[src/hw/rtl/exponential_backoff_jitter_defines.svh]
// ----------------------------------------------------------------------------
// Exponential backoff assertion macros
// Shared concurrent assertion forms, clocked on clk with synchronous reset.
// ----------------------------------------------------------------------------
`ifndef EXPONENTIAL_BACKOFF_JITTER_DEFINES_SVH
`define EXPONENTIAL_BACKOFF_JITTER_DEFINES_SVH

// The consequent must hold in the same cycle as the antecedent.
`define EBJ_ASSERT_SAME(lbl, ante, cons, msg) \
  lbl: assert property (@(posedge clk) disable iff (!rst_n) (ante) |-> (cons)) \
    else $error(msg);

// The consequent must hold in the cycle after the antecedent.
`define EBJ_ASSERT_NEXT(lbl, ante, cons, msg) \
  lbl: assert property (@(posedge clk) disable iff (!rst_n) (ante) |=> (cons)) \
    else $error(msg);

`endif

[src/hw/rtl/ebj_pkg.sv]
// ----------------------------------------------------------------------------
// ebj_pkg
// Constants and types shared by the backoff block and its serial units.
// ----------------------------------------------------------------------------
`timescale 1ns / 1ps
`default_nettype none

package ebj_pkg;

  // Exponent cap on the doubling of the initial delay.
  localparam int unsigned EXP_CAP = 16;
  localparam int unsigned EXP_W   = $clog2(EXP_CAP + 1);

  // Splitmix64 finalizer constants and channel seed constants.
  localparam logic [63:0] SEED_MUL_A   = 64'hbf58476d1ce4e5b9;
  localparam logic [63:0] SEED_MUL_B   = 64'h94d049bb133111eb;
  localparam logic [63:0] CHAN_MARKET  = 64'h00004d41524b4554;
  localparam logic [63:0] CHAN_ACCOUNT = 64'h004143434f554e54;
  localparam int unsigned SHIFT_A = 30;
  localparam int unsigned SHIFT_B = 27;
  localparam int unsigned SHIFT_C = 31;

  // Serial units work one bit of a 64-bit operand per cycle.
  localparam int unsigned WORD_W = 64;
  localparam int unsigned STEPS  = WORD_W;
  localparam int unsigned STEP_W = $clog2(STEPS);

  // Divisor is 5 or 2*span+1, with span below 2^30.
  localparam int unsigned DSR_W  = 33;
  localparam int unsigned SPAN_W = 30;
  localparam logic [DSR_W-1:0] SPAN_DIVISOR = DSR_W'(5);

  // Operation codes carried with each input transaction.
  localparam logic OP_NEXT  = 1'b0;
  localparam logic OP_CLEAR = 1'b1;

  // Register map, indexed by paddr[3:2].
  localparam logic [1:0] REG_INITIAL = 2'd0;
  localparam logic [1:0] REG_MAXIMUM = 2'd1;
  localparam logic [1:0] REG_STABLE  = 2'd2;
  localparam logic [1:0] REG_CHANNEL = 2'd3;

  // Status of a serial unit as seen by its controller.
  typedef struct packed {
    logic busy;
    logic done;
  } serial_stat_t;

endpackage

`default_nettype wire

[src/hw/rtl/ebj_serial_mul.sv]
// ----------------------------------------------------------------------------
// ebj_serial_mul
// Bit-serial shift-and-add multiplier keeping the low 64 product bits.
// ----------------------------------------------------------------------------
`timescale 1ns / 1ps
`default_nettype none

module ebj_serial_mul (
  input  wire logic                          clk,
  input  wire logic                          rst_n,
  input  wire logic                          start,
  input  wire logic [ebj_pkg::WORD_W-1:0]    a_in,
  input  wire logic [ebj_pkg::WORD_W-1:0]    b_in,
  output logic      [ebj_pkg::WORD_W-1:0]    product,
  output ebj_pkg::serial_stat_t              stat
);

  logic [ebj_pkg::WORD_W-1:0] a_r, a_nxt;
  logic [ebj_pkg::WORD_W-1:0] b_r, b_nxt;
  logic [ebj_pkg::WORD_W-1:0] acc_r, acc_nxt;
  logic [ebj_pkg::STEP_W-1:0] step_r, step_nxt;
  logic                       busy_r, busy_nxt;
  logic                       done_r, done_nxt;

  always_comb begin
    a_nxt    = a_r;
    b_nxt    = b_r;
    acc_nxt  = acc_r;
    step_nxt = step_r;
    busy_nxt = busy_r;
    done_nxt = 1'b0;
    if (start) begin
      a_nxt    = a_in;
      b_nxt    = b_in;
      acc_nxt  = '0;
      step_nxt = '0;
      busy_nxt = 1'b1;
    end else if (busy_r) begin
      // One multiplier bit per cycle: add the shifted multiplicand when set.
      acc_nxt  = acc_r + (b_r[0] ? a_r : '0);
      a_nxt    = {a_r[ebj_pkg::WORD_W-2:0], 1'b0};
      b_nxt    = {1'b0, b_r[ebj_pkg::WORD_W-1:1]};
      step_nxt = step_r + 1'b1;
      if (step_r == ebj_pkg::STEP_W'(ebj_pkg::STEPS - 1)) begin
        busy_nxt = 1'b0;
        done_nxt = 1'b1;
      end
    end
  end

  always_ff @(posedge clk) begin
    if (!rst_n) begin
      busy_r <= 1'b0;
      done_r <= 1'b0;
      step_r <= '0;
    end else begin
      busy_r <= busy_nxt;
      done_r <= done_nxt;
      step_r <= step_nxt;
    end
    a_r   <= a_nxt;
    b_r   <= b_nxt;
    acc_r <= acc_nxt;
  end

  assign product   = acc_r;
  assign stat.busy = busy_r;
  assign stat.done = done_r;

endmodule

`default_nettype wire

[src/hw/rtl/ebj_serial_div.sv]
// ----------------------------------------------------------------------------
// ebj_serial_div
// Restoring divider, one quotient bit per cycle, 64-bit dividend.
// ----------------------------------------------------------------------------
`timescale 1ns / 1ps
`default_nettype none

module ebj_serial_div (
  input  wire logic                          clk,
  input  wire logic                          rst_n,
  input  wire logic                          start,
  input  wire logic [ebj_pkg::WORD_W-1:0]    dividend,
  input  wire logic [ebj_pkg::DSR_W-1:0]     divisor,
  output logic      [ebj_pkg::WORD_W-1:0]    quotient,
  output logic      [ebj_pkg::DSR_W-1:0]     remainder,
  output ebj_pkg::serial_stat_t              stat
);

  // The dividend shifts out at the top while quotient bits shift in below.
  logic [ebj_pkg::WORD_W-1:0] dvd_r, dvd_nxt;
  logic [ebj_pkg::DSR_W-1:0]  dsr_r, dsr_nxt;
  logic [ebj_pkg::DSR_W-1:0]  rem_r, rem_nxt;
  logic [ebj_pkg::STEP_W-1:0] step_r, step_nxt;
  logic                       busy_r, busy_nxt;
  logic                       done_r, done_nxt;
  logic [ebj_pkg::DSR_W:0]    rem_sh;
  logic [ebj_pkg::DSR_W+1:0]  diff;

  always_comb begin
    rem_sh   = {rem_r, dvd_r[ebj_pkg::WORD_W-1]};
    diff     = {1'b0, rem_sh} - {2'b00, dsr_r};
    dvd_nxt  = dvd_r;
    dsr_nxt  = dsr_r;
    rem_nxt  = rem_r;
    step_nxt = step_r;
    busy_nxt = busy_r;
    done_nxt = 1'b0;
    if (start) begin
      dvd_nxt  = dividend;
      dsr_nxt  = divisor;
      rem_nxt  = '0;
      step_nxt = '0;
      busy_nxt = 1'b1;
    end else if (busy_r) begin
      if (diff[ebj_pkg::DSR_W+1]) begin
        rem_nxt = rem_sh[ebj_pkg::DSR_W-1:0];
        dvd_nxt = {dvd_r[ebj_pkg::WORD_W-2:0], 1'b0};
      end else begin
        rem_nxt = diff[ebj_pkg::DSR_W-1:0];
        dvd_nxt = {dvd_r[ebj_pkg::WORD_W-2:0], 1'b1};
      end
      step_nxt = step_r + 1'b1;
      if (step_r == ebj_pkg::STEP_W'(ebj_pkg::STEPS - 1)) begin
        busy_nxt = 1'b0;
        done_nxt = 1'b1;
      end
    end
  end

  always_ff @(posedge clk) begin
    if (!rst_n) begin
      busy_r <= 1'b0;
      done_r <= 1'b0;
      step_r <= '0;
    end else begin
      busy_r <= busy_nxt;
      done_r <= done_nxt;
      step_r <= step_nxt;
    end
    dvd_r <= dvd_nxt;
    dsr_r <= dsr_nxt;
    rem_r <= rem_nxt;
  end

  assign quotient  = dvd_r;
  assign remainder = rem_r;
  assign stat.busy = busy_r;
  assign stat.done = done_r;

endmodule

`default_nettype wire

[src/hw/rtl/exponential_backoff_jitter.sv]
// Flow: a retry request passes through the base step, two bit-serial
//   multiplies (with base / 5 alongside the first) and a bit-serial modulo;
//   the modulo pass is skipped when the jitter span is zero. A new request
//   is taken only once the previous delay has gone to the output register.
// A clear command zeroes the failure counter and gives no result. Synchronous
//   active-low reset clears the failure counter, the registers, the sequencer and the output valid.
// ----------------------------------------------------------------------------
// exponential_backoff_jitter
// Reconnect backoff with a failure counter and splitmix64-derived jitter.
// ----------------------------------------------------------------------------
`timescale 1ns / 1ps
`default_nettype none
`include "exponential_backoff_jitter_defines.svh"

module exponential_backoff_jitter (
  input  wire logic        clk,
  input  wire logic        rst_n,
  // Request channel.
  input  wire logic        in_tvalid,
  output logic             in_tready,
  // in_tdata: [0] reached_ready, [32:1] lifetime_ms, [39:33] zero.
  input  wire logic [39:0] in_tdata,
  // in_tuser: [0] op (0 request next delay, 1 clear failure counter).
  input  wire logic        in_tuser,
  // Result channel.
  output logic             out_tvalid,
  input  wire logic        out_tready,
  // out_tdata: [31:0] delay_ms.
  output logic      [31:0] out_tdata,
  // Configuration port.
  input  wire logic        cfg_psel,
  input  wire logic        cfg_penable,
  input  wire logic        cfg_pwrite,
  input  wire logic [3:0]  cfg_paddr,
  input  wire logic [31:0] cfg_pwdata,
  output logic      [31:0] cfg_prdata,
  output logic             cfg_pready
);

  typedef enum logic [2:0] {
    S_IDLE,
    S_BASE,
    S_MUL1,
    S_MUL2,
    S_MOD,
    S_DONE
  } state_t;

  // --------------------------------------------------------------------------
  // Configuration registers. Writes complete on the access phase; pready is
  // tied high, so no transaction is extended by wait states.
  // --------------------------------------------------------------------------
  logic [31:0] initial_r;
  logic [31:0] max_r;
  logic [31:0] stable_r;
  logic        market_r;
  logic [1:0]  cfg_idx;
  logic        cfg_wr;

  assign cfg_pready = 1'b1;
  assign cfg_idx    = cfg_paddr[3:2];
  assign cfg_wr     = cfg_psel && cfg_penable && cfg_pwrite && cfg_pready;

  always_ff @(posedge clk) begin
    if (!rst_n) begin
      initial_r <= '0;
      max_r     <= '0;
      stable_r  <= '0;
      market_r  <= 1'b0;
    end else if (cfg_wr) begin
      unique case (cfg_idx)
        ebj_pkg::REG_INITIAL: initial_r <= cfg_pwdata;
        ebj_pkg::REG_MAXIMUM: max_r     <= cfg_pwdata;
        ebj_pkg::REG_STABLE:  stable_r  <= cfg_pwdata;
        ebj_pkg::REG_CHANNEL: market_r  <= cfg_pwdata[0];
        default: ;
      endcase
    end
  end

  always_comb begin
    unique case (cfg_idx)
      ebj_pkg::REG_INITIAL: cfg_prdata = initial_r;
      ebj_pkg::REG_MAXIMUM: cfg_prdata = max_r;
      ebj_pkg::REG_STABLE:  cfg_prdata = stable_r;
      ebj_pkg::REG_CHANNEL: cfg_prdata = {31'd0, market_r};
      default:              cfg_prdata = '0;
    endcase
  end

  // --------------------------------------------------------------------------
  // Datapath state.
  // --------------------------------------------------------------------------
  state_t                     state_r, state_nxt;
  logic [63:0]                count_r, count_nxt;
  logic [31:0]                base_r, base_nxt;
  logic [ebj_pkg::SPAN_W-1:0] span_r, span_nxt;
  logic [31:0]                d_r, d_nxt;
  logic                       out_tvalid_r, out_tvalid_nxt;
  logic [31:0]                out_tdata_r, out_tdata_nxt;

  // Serial unit hookup.
  logic                        mul_start;
  logic [63:0]                 mul_a;
  logic [63:0]                 mul_b;
  logic [63:0]                 mul_p;
  ebj_pkg::serial_stat_t       mul_stat;
  logic                        div_start;
  logic [63:0]                 div_dvd;
  logic [ebj_pkg::DSR_W-1:0]   div_dsr;
  logic [63:0]                 div_q;
  logic [ebj_pkg::DSR_W-1:0]   div_rem;
  ebj_pkg::serial_stat_t       div_stat;

  // Combinational helpers.
  logic                        in_acc;
  logic                        in_op;
  logic                        in_clear;
  logic                        in_ready_flag;
  logic [31:0]                 in_life;
  logic                        first_mul_done;
  logic [ebj_pkg::EXP_W-1:0]   exp_sel;
  logic [63:0]                 shifted;
  logic [31:0]                 base_calc;
  logic [63:0]                 hash_in;
  logic [63:0]                 mix_a;
  logic [63:0]                 mix_b;
  logic [63:0]                 seed;
  logic [33:0]                 jitter_sum;

  assign in_tready      = (state_r == S_IDLE);
  assign in_acc         = in_tvalid && in_tready;
  assign in_op          = in_tuser;
  assign in_clear       = in_acc && (in_op == ebj_pkg::OP_CLEAR);
  assign in_ready_flag  = in_tdata[0];
  assign in_life        = in_tdata[32:1];
  assign first_mul_done = (state_r == S_MUL1) && mul_stat.done;

  always_comb begin
    // Base delay: the initial delay doubled once per failure up to the cap.
    // A 32-bit value shifted by at most the cap never leaves 64 bits.
    if (count_r < 64'(ebj_pkg::EXP_CAP)) begin
      exp_sel = count_r[ebj_pkg::EXP_W-1:0];
    end else begin
      exp_sel = ebj_pkg::EXP_W'(ebj_pkg::EXP_CAP);
    end
    shifted = {32'd0, initial_r} << exp_sel;
    if (shifted > {32'd0, max_r}) begin
      base_calc = max_r;
    end else begin
      base_calc = shifted[31:0];
    end

    // Splitmix64 finalizer, split around the two serial multiplies.
    hash_in = (count_r + 64'd1) ^ (market_r ? ebj_pkg::CHAN_MARKET : ebj_pkg::CHAN_ACCOUNT);
    mix_a   = hash_in ^ (hash_in >> ebj_pkg::SHIFT_A);
    mix_b   = mul_p ^ (mul_p >> ebj_pkg::SHIFT_B);
    seed    = mul_p ^ (mul_p >> ebj_pkg::SHIFT_C);

    // base - span + (seed mod (2*span+1)); at most base + span, so 34 bits.
    jitter_sum = {2'b00, base_r} - {4'd0, span_r} + {1'b0, div_rem};
  end

  // Unit control. The first multiply and base / 5 start together and run the
  // same number of steps, so both finish in the same cycle.
  always_comb begin
    mul_start = 1'b0;
    mul_a     = mix_a;
    mul_b     = ebj_pkg::SEED_MUL_A;
    div_start = 1'b0;
    div_dvd   = {32'd0, base_calc};
    div_dsr   = ebj_pkg::SPAN_DIVISOR;
    unique case (state_r)
      S_BASE: begin
        mul_start = 1'b1;
        div_start = 1'b1;
      end
      S_MUL1: begin
        mul_start = mul_stat.done;
        mul_a     = mix_b;
        mul_b     = ebj_pkg::SEED_MUL_B;
      end
      S_MUL2: begin
        div_start = mul_stat.done && (span_r != '0);
        div_dvd   = seed;
        div_dsr   = {2'b00, span_r, 1'b1};
      end
      default: ;
    endcase
  end

  // --------------------------------------------------------------------------
  // Sequencer.
  // --------------------------------------------------------------------------
  always_comb begin
    state_nxt      = state_r;
    count_nxt      = count_r;
    base_nxt       = base_r;
    span_nxt       = span_r;
    d_nxt          = d_r;
    out_tvalid_nxt = out_tvalid_r && !out_tready;
    out_tdata_nxt  = out_tdata_r;
    unique case (state_r)
      S_IDLE: begin
        if (in_acc) begin
          if (in_op == ebj_pkg::OP_CLEAR) begin
            // Clear command: no result transaction.
            count_nxt = '0;
          end else begin
            // A stable session that reached ready forgives earlier failures.
            if (in_ready_flag && (in_life >= stable_r)) begin
              count_nxt = '0;
            end
            state_nxt = S_BASE;
          end
        end
      end
      S_BASE: begin
        base_nxt  = base_calc;
        state_nxt = S_MUL1;
      end
      S_MUL1: begin
        if (mul_stat.done) begin
          span_nxt  = div_q[ebj_pkg::SPAN_W-1:0];
          state_nxt = S_MUL2;
        end
      end
      S_MUL2: begin
        if (mul_stat.done) begin
          if (span_r == '0) begin
            d_nxt     = base_r;
            state_nxt = S_DONE;
          end else begin
            state_nxt = S_MOD;
          end
        end
      end
      S_MOD: begin
        if (div_stat.done) begin
          if (jitter_sum > {2'b00, max_r}) begin
            d_nxt = max_r;
          end else begin
            d_nxt = jitter_sum[31:0];
          end
          state_nxt = S_DONE;
        end
      end
      S_DONE: begin
        // Hold the finished delay until the output register is free.
        if (!out_tvalid_r || out_tready) begin
          out_tvalid_nxt = 1'b1;
          out_tdata_nxt  = d_r;
          count_nxt      = count_r + 64'd1;
          state_nxt      = S_IDLE;
        end
      end
      default: state_nxt = S_IDLE;
    endcase
  end

  always_ff @(posedge clk) begin
    if (!rst_n) begin
      state_r      <= S_IDLE;
      count_r      <= '0;
      out_tvalid_r <= 1'b0;
    end else begin
      state_r      <= state_nxt;
      count_r      <= count_nxt;
      out_tvalid_r <= out_tvalid_nxt;
    end
    base_r      <= base_nxt;
    span_r      <= span_nxt;
    d_r         <= d_nxt;
    out_tdata_r <= out_tdata_nxt;
  end

  assign out_tvalid = out_tvalid_r;
  assign out_tdata  = out_tdata_r;

  // --------------------------------------------------------------------------
  // Serial units.
  // --------------------------------------------------------------------------
  ebj_serial_mul u_mul (
    .clk     (clk),
    .rst_n   (rst_n),
    .start   (mul_start),
    .a_in    (mul_a),
    .b_in    (mul_b),
    .product (mul_p),
    .stat    (mul_stat)
  );

  ebj_serial_div u_div (
    .clk       (clk),
    .rst_n     (rst_n),
    .start     (div_start),
    .dividend  (div_dvd),
    .divisor   (div_dsr),
    .quotient  (div_q),
    .remainder (div_rem),
    .stat      (div_stat)
  );

  // --------------------------------------------------------------------------
  // Assertions.
  // --------------------------------------------------------------------------
  `EBJ_ASSERT_SAME(a_delay_cap, out_tvalid_r, out_tdata_r <= max_r, "delay above maximum")
  `EBJ_ASSERT_NEXT(a_clear_zero, in_clear, count_r == 64'd0, "clear did not zero count")
  `EBJ_ASSERT_SAME(a_units_aligned, first_mul_done, div_stat.done, "divide lags multiply")
  `EBJ_ASSERT_SAME(a_idle_quiet, in_tready, !mul_stat.busy && !div_stat.busy, "unit busy in idle")

endmodule

`default_nettype wire

[config.mk]
export PLATFORM = sky130hd
export DESIGN_NAME = exponential_backoff_jitter
export DESIGN_NICKNAME = d
export VERILOG_FILES = /design/src/hw/rtl/ebj_pkg.sv /design/src/hw/rtl/ebj_serial_mul.sv /design/src/hw/rtl/ebj_serial_div.sv /design/src/hw/rtl/exponential_backoff_jitter.sv
export VERILOG_INCLUDE_DIRS = /design/src /design/src/hw/rtl
export SDC_FILE = /design/constraint.sdc
export NUM_CORES = 2
export LEC_CHECK = 0
export ABC_AREA = 1
export BUFFER_PORTS_ARGS = -buffer_cell sky130_fd_sc_hd__buf_2
export CORE_UTILIZATION = 40
export CTS_BUF_LIST = sky130_fd_sc_hd__clkbuf_4 sky130_fd_sc_hd__clkbuf_8 sky130_fd_sc_hd__clkbuf_16
export DETAILED_ROUTE_END_ITERATION = 10
export SYNTH_ARGS = -nofsm -noshare
export SYNTH_HDL_FRONTEND = slang
export SYNTH_SLANG_ARGS = --single-unit
[constraint.sdc]
create_clock -name clk -period 6.27 [get_ports clk]
set_input_delay 0 -clock clk [delete_from_list [all_inputs] [get_ports clk]]
set_output_delay 0 -clock clk [all_outputs]
set_load 0.01 [all_outputs]
After elaboration in Yosys (flattened, before gate mapping)
Index checks and enable logic that the tools add are counted.
{ "totals": {"in_bits": 84, "output_inout_bits": 67, "ff_bits": 629} }
{ "classes": {"mux": 46, "n_eq_ne": 18, "reduce_logical": 30, "shift": 1, "bitwise": 7, "order_cmp": 4, "add_sub_neg": 7} }
{ "op_table": {"columns": ["op", "n"], "rows": [
  ["64-bit 2-to-1 mux", 13],
  ["32-bit 2-to-1 mux", 5],
  ["32-bit case mux with 4 select lines", 1],
  ["64-bit case mux with 2 select lines", 1],
  ["64-bit by 1-bit adder with 64-bit output, second input constant", 1],
  ["64-bit adder", 1],
  ["64-bit by 32-bit > comparator with 1-bit output", 1],
  ["64-bit by 5-bit less-than comparator with 1-bit output, second input constant", 1],
  ["32-bit case mux with 2 select lines", 1],
  ["32-bit by 5-bit left shift with 64-bit output", 1],
  ["64-bit by 33-bit bitwise XOR with 64-bit output", 1],
  ["64-bit by 34-bit bitwise XOR with 64-bit output", 1],
  ["64-bit by 37-bit bitwise XOR with 64-bit output", 1],
  ["64-bit by 55-bit bitwise XOR with 64-bit output", 1],
  ["62-bit 2-to-1 mux", 1],
  ["55-bit 2-to-1 mux", 1],
  ["34-bit by 33-bit subtractor with 35-bit output", 1],
  ["34-bit by 33-bit adder with 34-bit output", 1],
  ["34-bit by 32-bit > comparator with 1-bit output", 1],
  ["33-bit 2-to-1 mux", 1],
  ["32-bit by 30-bit subtractor with 33-bit output", 1],
  ["32-bit >= comparator", 1],
  ["30-bit logical NOT", 1],
  ["30-bit nonzero test", 1],
  ["27 further kinds", 73]
]} }

Longest topological paths before layout
{ "logic_depth": {"word_depth": 7, "ltp_mapped": 36, "ltp_nobuf": 35} }

Modules after synthesis
From an unflattened synthesis, not the netlist that was laid out.
{ "unflattened": {"hier_cells": 6958, "area_unflattened_um2": 46543.4} }
{ "by_module_without_submodules": {"columns": ["module", "area_each_um2", "n_inst", "seq_area_each_um2", "cells_each"], "rows": [
  ["exponential_backoff_jitter", 23772.8, 1, 7086.8, 3497],
  ["ebj_serial_mul", 14362.5, 1, 5285.1, 2297],
  ["ebj_serial_div", 8408.1, 1, 3733.6, 1164]
]} }

Least setup slack after synthesis
OpenSTA, ideal clock, no wires.
{ "synth_path": {"path_kind": "register to register", "from": "register state_r[1]", "to": "register u_mul.a_r[0] (netlist bit) (enable)", "t_arrival_ns": 5.311, "slack_ns": 0.474, "t_required_ns": 5.785, "setup_ns": 0.485, "path_stages_with_launch": 8, "path_buffers": 0, "cell_sequence": "dfxtp_1 -> inv_1 -> nand2_1 -> nor2_1 -> clkinv_1 -> nand2_1 -> nor2_1 -> inv_1"} }
{ "synth_between": {"elab_chain_len": 3} }
{ "synth_lines": {"columns": ["item", "line_no", "rtl"], "rows": [
  ["start: declaration", "exponential_backoff_jitter.sv:94", "state_t state_r, state_nxt;"],
  ["start signal: assignment", "exponential_backoff_jitter.sv:267", "state_r <= state_nxt;"],
  ["3-bit by 2-bit equality test with 1-bit output or 3-bit by 1-bit equality test with 1-bit output (tied branches)", "exponential_backoff_jitter.sv:173", "unique case (state_r)"],
  ["1-bit case mux with 2 select lines *", "exponential_backoff_jitter.sv:173", null],
  ["2-bit nonzero test (no source line) *", null, null],
  ["end signal: assignment", "ebj_serial_mul.sv:61", "a_r <= a_nxt;"],
  ["end: declaration", "ebj_serial_mul.sv:18", "logic [ebj_pkg::WORD_W-1:0] a_r, a_nxt;"]
]} }
Mark *: on every way between the ends. The rest lies on a longest branch, timed or not.
A chain may end at the register's enable or synchronous reset.

Worst setup path after layout
{ "layout_path": {"from": "register span_r[0] (netlist bit)", "to": "register d_r[5], data pin"} }
{ "layout_between": {"elab_chain_len": 6} }
{ "layout_lines": {"columns": ["item", "line_no", "rtl"], "rows": [
  ["start: declaration", "exponential_backoff_jitter.sv:97", "logic [ebj_pkg::SPAN_W-1:0] span_r, span_nxt;"],
  ["start signal: assignment", "exponential_backoff_jitter.sv:272", "span_r <= span_nxt;"],
  ["32-bit by 30-bit subtractor with 33-bit output *", "exponential_backoff_jitter.sv:161", "jitter_sum = {2'b00, base_r} - {4'd0, span_r} + {1'b0, div_rem};"],
  ["34-bit by 33-bit adder with 34-bit output *", "exponential_backoff_jitter.sv:161", null],
  ["34-bit by 32-bit > comparator with 1-bit output", "exponential_backoff_jitter.sv:240", "if (jitter_sum > {2'b00, max_r}) begin"],
  ["32-bit 2-to-1 mux *", "exponential_backoff_jitter.sv:240", null],
  ["32-bit 2-to-1 mux *", "exponential_backoff_jitter.sv:239", "if (div_stat.done) begin"],
  ["32-bit case mux with 2 select lines *", "exponential_backoff_jitter.sv:203", "unique case (state_r)"],
  ["via d_nxt[5]", "exponential_backoff_jitter.sv:98", "logic [31:0] d_r, d_nxt;"],
  ["end signal: assignment", "exponential_backoff_jitter.sv:273", "d_r <= d_nxt;"],
  ["end: declaration", "exponential_backoff_jitter.sv:98", null]
]} }
The timed path passes the listed nets; every way through them passes the cells marked *. The select of a mux whose other input is x is not followed.

==> qor.yml <==
status:
  status: "completed"
routing:
  dr.pass1.iters: 6
  drc_errors: 0
  detail_route.vias_per_cell: 5.49
  first_iter_violations: 4074
  vias: 40300
  antenna_left: 0
  wirelength_um: 153000
  route.detailed.wl_per_inst_um: 20.8
floorplanning:
  rows: 119
  pin_count: 151
  die-area_mm2: 0.107
  core_mm2: 0.105
  die_h_um: 328
  fp.dieW_um: 328
  start_util_pct: 40.3
placed_design:
  portBuffers: 140
  dp_hpwl_um: 119000
  place_congestion: 1.06
  place_area_mm2: 0.0447
synthesis:
  synth.net_count: 6127
  yosysWarningCount: 0
  ys_ff_latch: 626
  synth-main-ff-cell: "edfxtp_1"
  synthArstFlopShare_pct: 0
  synthCells: 5782
  synth_cell_type_count: 60
  yosysTopAreaCell: "edfxtp_1"
  synth-seq-area-share_pct: 37.7
  synth_top_cell_area_share_pct: 24.6
  synth_area_mm2: 0.0424
  synthTopCellsByArea: "edfxtp_1 (25%), dfxtp_1 (13%), nand2_1 (11%)"
  synth_edf_count: 348
  syn_avg_cell_area_um2: 7.34
timing:
  clock_skew_ns: 0.0413
  fmax_mhz: 171
  rsz0062_at_grt: "no"
  hold_ws_ns: 0.105
  finalSetupViolCount: 0
  period_needed_ns: 5.85
  tightestPinTransition_ns: 1.06
  timing.final.crit_share_pct: 93.2
  final.setup.tns_ns: 0
  maxSlewViolCount: 0
  hold_viol: 0
  max_slew_margin_pct: 29.3
clock_tree:
  tritoncts: "built"
  root_buffer: "clkbuf_16"
  clock_latency_ns: 0.66
  htree_levels: 3
  cts.sinks: 626
  clk_path_buf_depth: 3
  clk_pin_slew_ns: 0.07
  cts_buffers: 73
pwr:
  clkPwrFrac_pct: 18.3
  p_per_area_mw_per_mm2: 525
  power_frac_seq_pct: 29.1
  p_leak_nw: 21.2
  p_int_w: 0.0132
  power.total_w: 0.0251
  vdd_drop_max_uv: 411
  p_sw_w: 0.0119
  p_sw_share_pct: 47.3
  power_frac_comb_pct: 52.6
hold_path:
  hp-class: "primary input to flip-flop"
finish:
  fin_area_mm2: 0.0478
  layout.nets: 6238
  areaGrowthSynthToFinish_pct: 12.6
  drive_gt1_share_pct: 7.39
worst_setup_path:
  cp_data_arrival_time_ns: 6.32
  path_class: "flip-flop to flip-flop"
  crit_slowest_cell: "fa_1"
  crit_top_cell: "nand2_1"
  cp-start-kind: "flip-flop"
  cp.required_ns: 6.74
  crit_fanout: 30
  max_stage_delay_ns: 0.43
  setup.worst_path.end_class: "flip-flop"
global_routing:
  grt_pass1_vias: 37800
  grt_first_pass_wirelength_um: 231000
  track_usage_pct: 28.0
  overflow: 0
  grt_max_degree: 97
  antenna_found_initial: 2
job:
  drv_cap: 0
[metal layers]
| metal | track usage, % | up-vias | wire (um) |
|---|---|---|---|
| met1 | 37.5 | 19000 | 66700 |
| met3 | 3.89 | 277 | 10100 |
| li1 | - | 19700 | - |
| met4 | 11.1 | 2 | 6470 |
| met2 | 45.4 | 1423 | 69800 |
| met5 | 0.444 | - | 69 |
[cell type report]
type	count	area, um^2
Tap cell	1391	1740
Fill cell	10800	57500
Antenna cell	2	5.00
Timing Repair Buffer	261	1800
Clock inverter	38	430
Inverter	762	2870
Clock buffer	97	2130
Multi-Input combinational cell	4169	22800
Sequential cell	626	16000
[state kept, by name (all words and copies together), names as in the netlist, 6 cells and up]
register	flops
u_mul.step_r	6
u_div.remainder	33
base_r	32
count_r	64
u_mul.a_r	64
stable_r	32
initial_r	32
span_r	30
d_r	32
u_div.dsr_r	30
out_tdata	32
u_div.quotient	64
u_mul.b_r	64
u_div.step_r	6
max_r	32
u_mul.product	64
[Yosys cell counts (all sizes together), types with 8 or more instances]
cell,instances
a211oi,59
a21boi,10
a21oi,501
a31oi,81
buf,53
clkbuf,172
dfxtp,278
edfxtp,348
ha,257
inv,755
nand2,1189
nand3,329
nand4,72
nor2,590
nor3,78
nor4,37
o2111ai,8
o211ai,25
o21a,16
o21ai,478
o21bai,11
o221ai,40
o22ai,12
o31ai,29
or2,40
xnor2,96
xor2,160
[cells by family (layout without fill, tap and decap cells)]
group | count (synthesis) | in the layout | share of synthesized area [%]
muxes | 1 | 1 | 0.0236
xor gates and xnor gates | 256 | 256 | 5.28
and+or+nand+nor | 2359 | 2359 | 23.2
adders and majority gates | 261 | 261 | 7.77
DFF | 626 | 626 | 37.7
AOI/OAI and AO/OA | 1291 | 1291 | 17.1
other | 1 | 3 | 0.00884
buffers and inverters | 987 | 1158 | 8.89
[cell usage in the layout (no fill, tap or decap), drive strengths merged, types with 6 or more instances in the layout]
cell type    instances
o31ai               29
and3                 6
nand3              329
nor2               590
buf                217
dlygate4sd3         44
a21oi              501
o2111ai              8
a31oi               81
inv                760
nand4               72
edfxtp             348
xnor2               96
bufinv               7
nand2             1189
o221ai              40
o21ai              478
ha                 257
o211ai              25
o22ai               12
nand3b               6
clkinv              28
clkbuf              97
dfxtp              278
o21a                16
nor4                37
a211oi              59
xor2               160
nor3                78
a21boi              10
o21bai              11
nor3b                6
or2                 40
[stage by stage]
step                      instances  util (%)  worst slack (ns)
after detailed placement       7162      42.4             0.134
after CTS                      7341      45.3             0.104
final                          7346      45.4             0.424
after floorplan                5782         -             0.474
after global routing           7346      45.4            0.0340
after global placement         7162      42.4             0.179
[power groups by stage]
stage          combinational [W]  clock [W]  sequential [W]
5_1_grt                   0.0147    0.00480         0.00743
2_1_floorplan            0.00912          0         0.00689
6_report                  0.0132    0.00458         0.00730
3_5_place_dp              0.0129          0         0.00737
3_3_place_gp              0.0128          0         0.00735
4_1_cts                   0.0130    0.00465         0.00729
[critical path: cells and delay by family, from the launching register on]
family / cells / cell delay, ns
buffers and inverters: 2 / 0.31
flip-flops: 1 / 0.42
AO/OA/AOI/OAI: 13 / 2.26
AND/OR/NAND/NOR: 12 / 0.99
adder cells (fa/ha/maj): 4 / 1.28
XOR/XNOR: 2 / 0.42
[worst paths after layout]
kind	from	end	slack [ns]	cells past startpoint
hold / removal	in_tvalid	state_r[2]$_SDFFE_PN0P_	0.10	4
setup / recovery	span_r[0]$_DFFE_PP_	d_r[5]$_DFFE_PP_	0.42	33
hold reg to reg	d_r[9]$_DFFE_PP_	out_tdata[9]$_DFFE_PP_	0.42	0
setup reg to reg	span_r[0]$_DFFE_PP_	d_r[5]$_DFFE_PP_	0.42	33
[what timing repair did]
action	CTS	global route
endpoints found under the hold margin	126	0
gates resized for setup	0	32
hold buffers	44	0
buffers inserted	0	3
setup endpoints to repair	0	32
(Power assumes the default switching activity.)
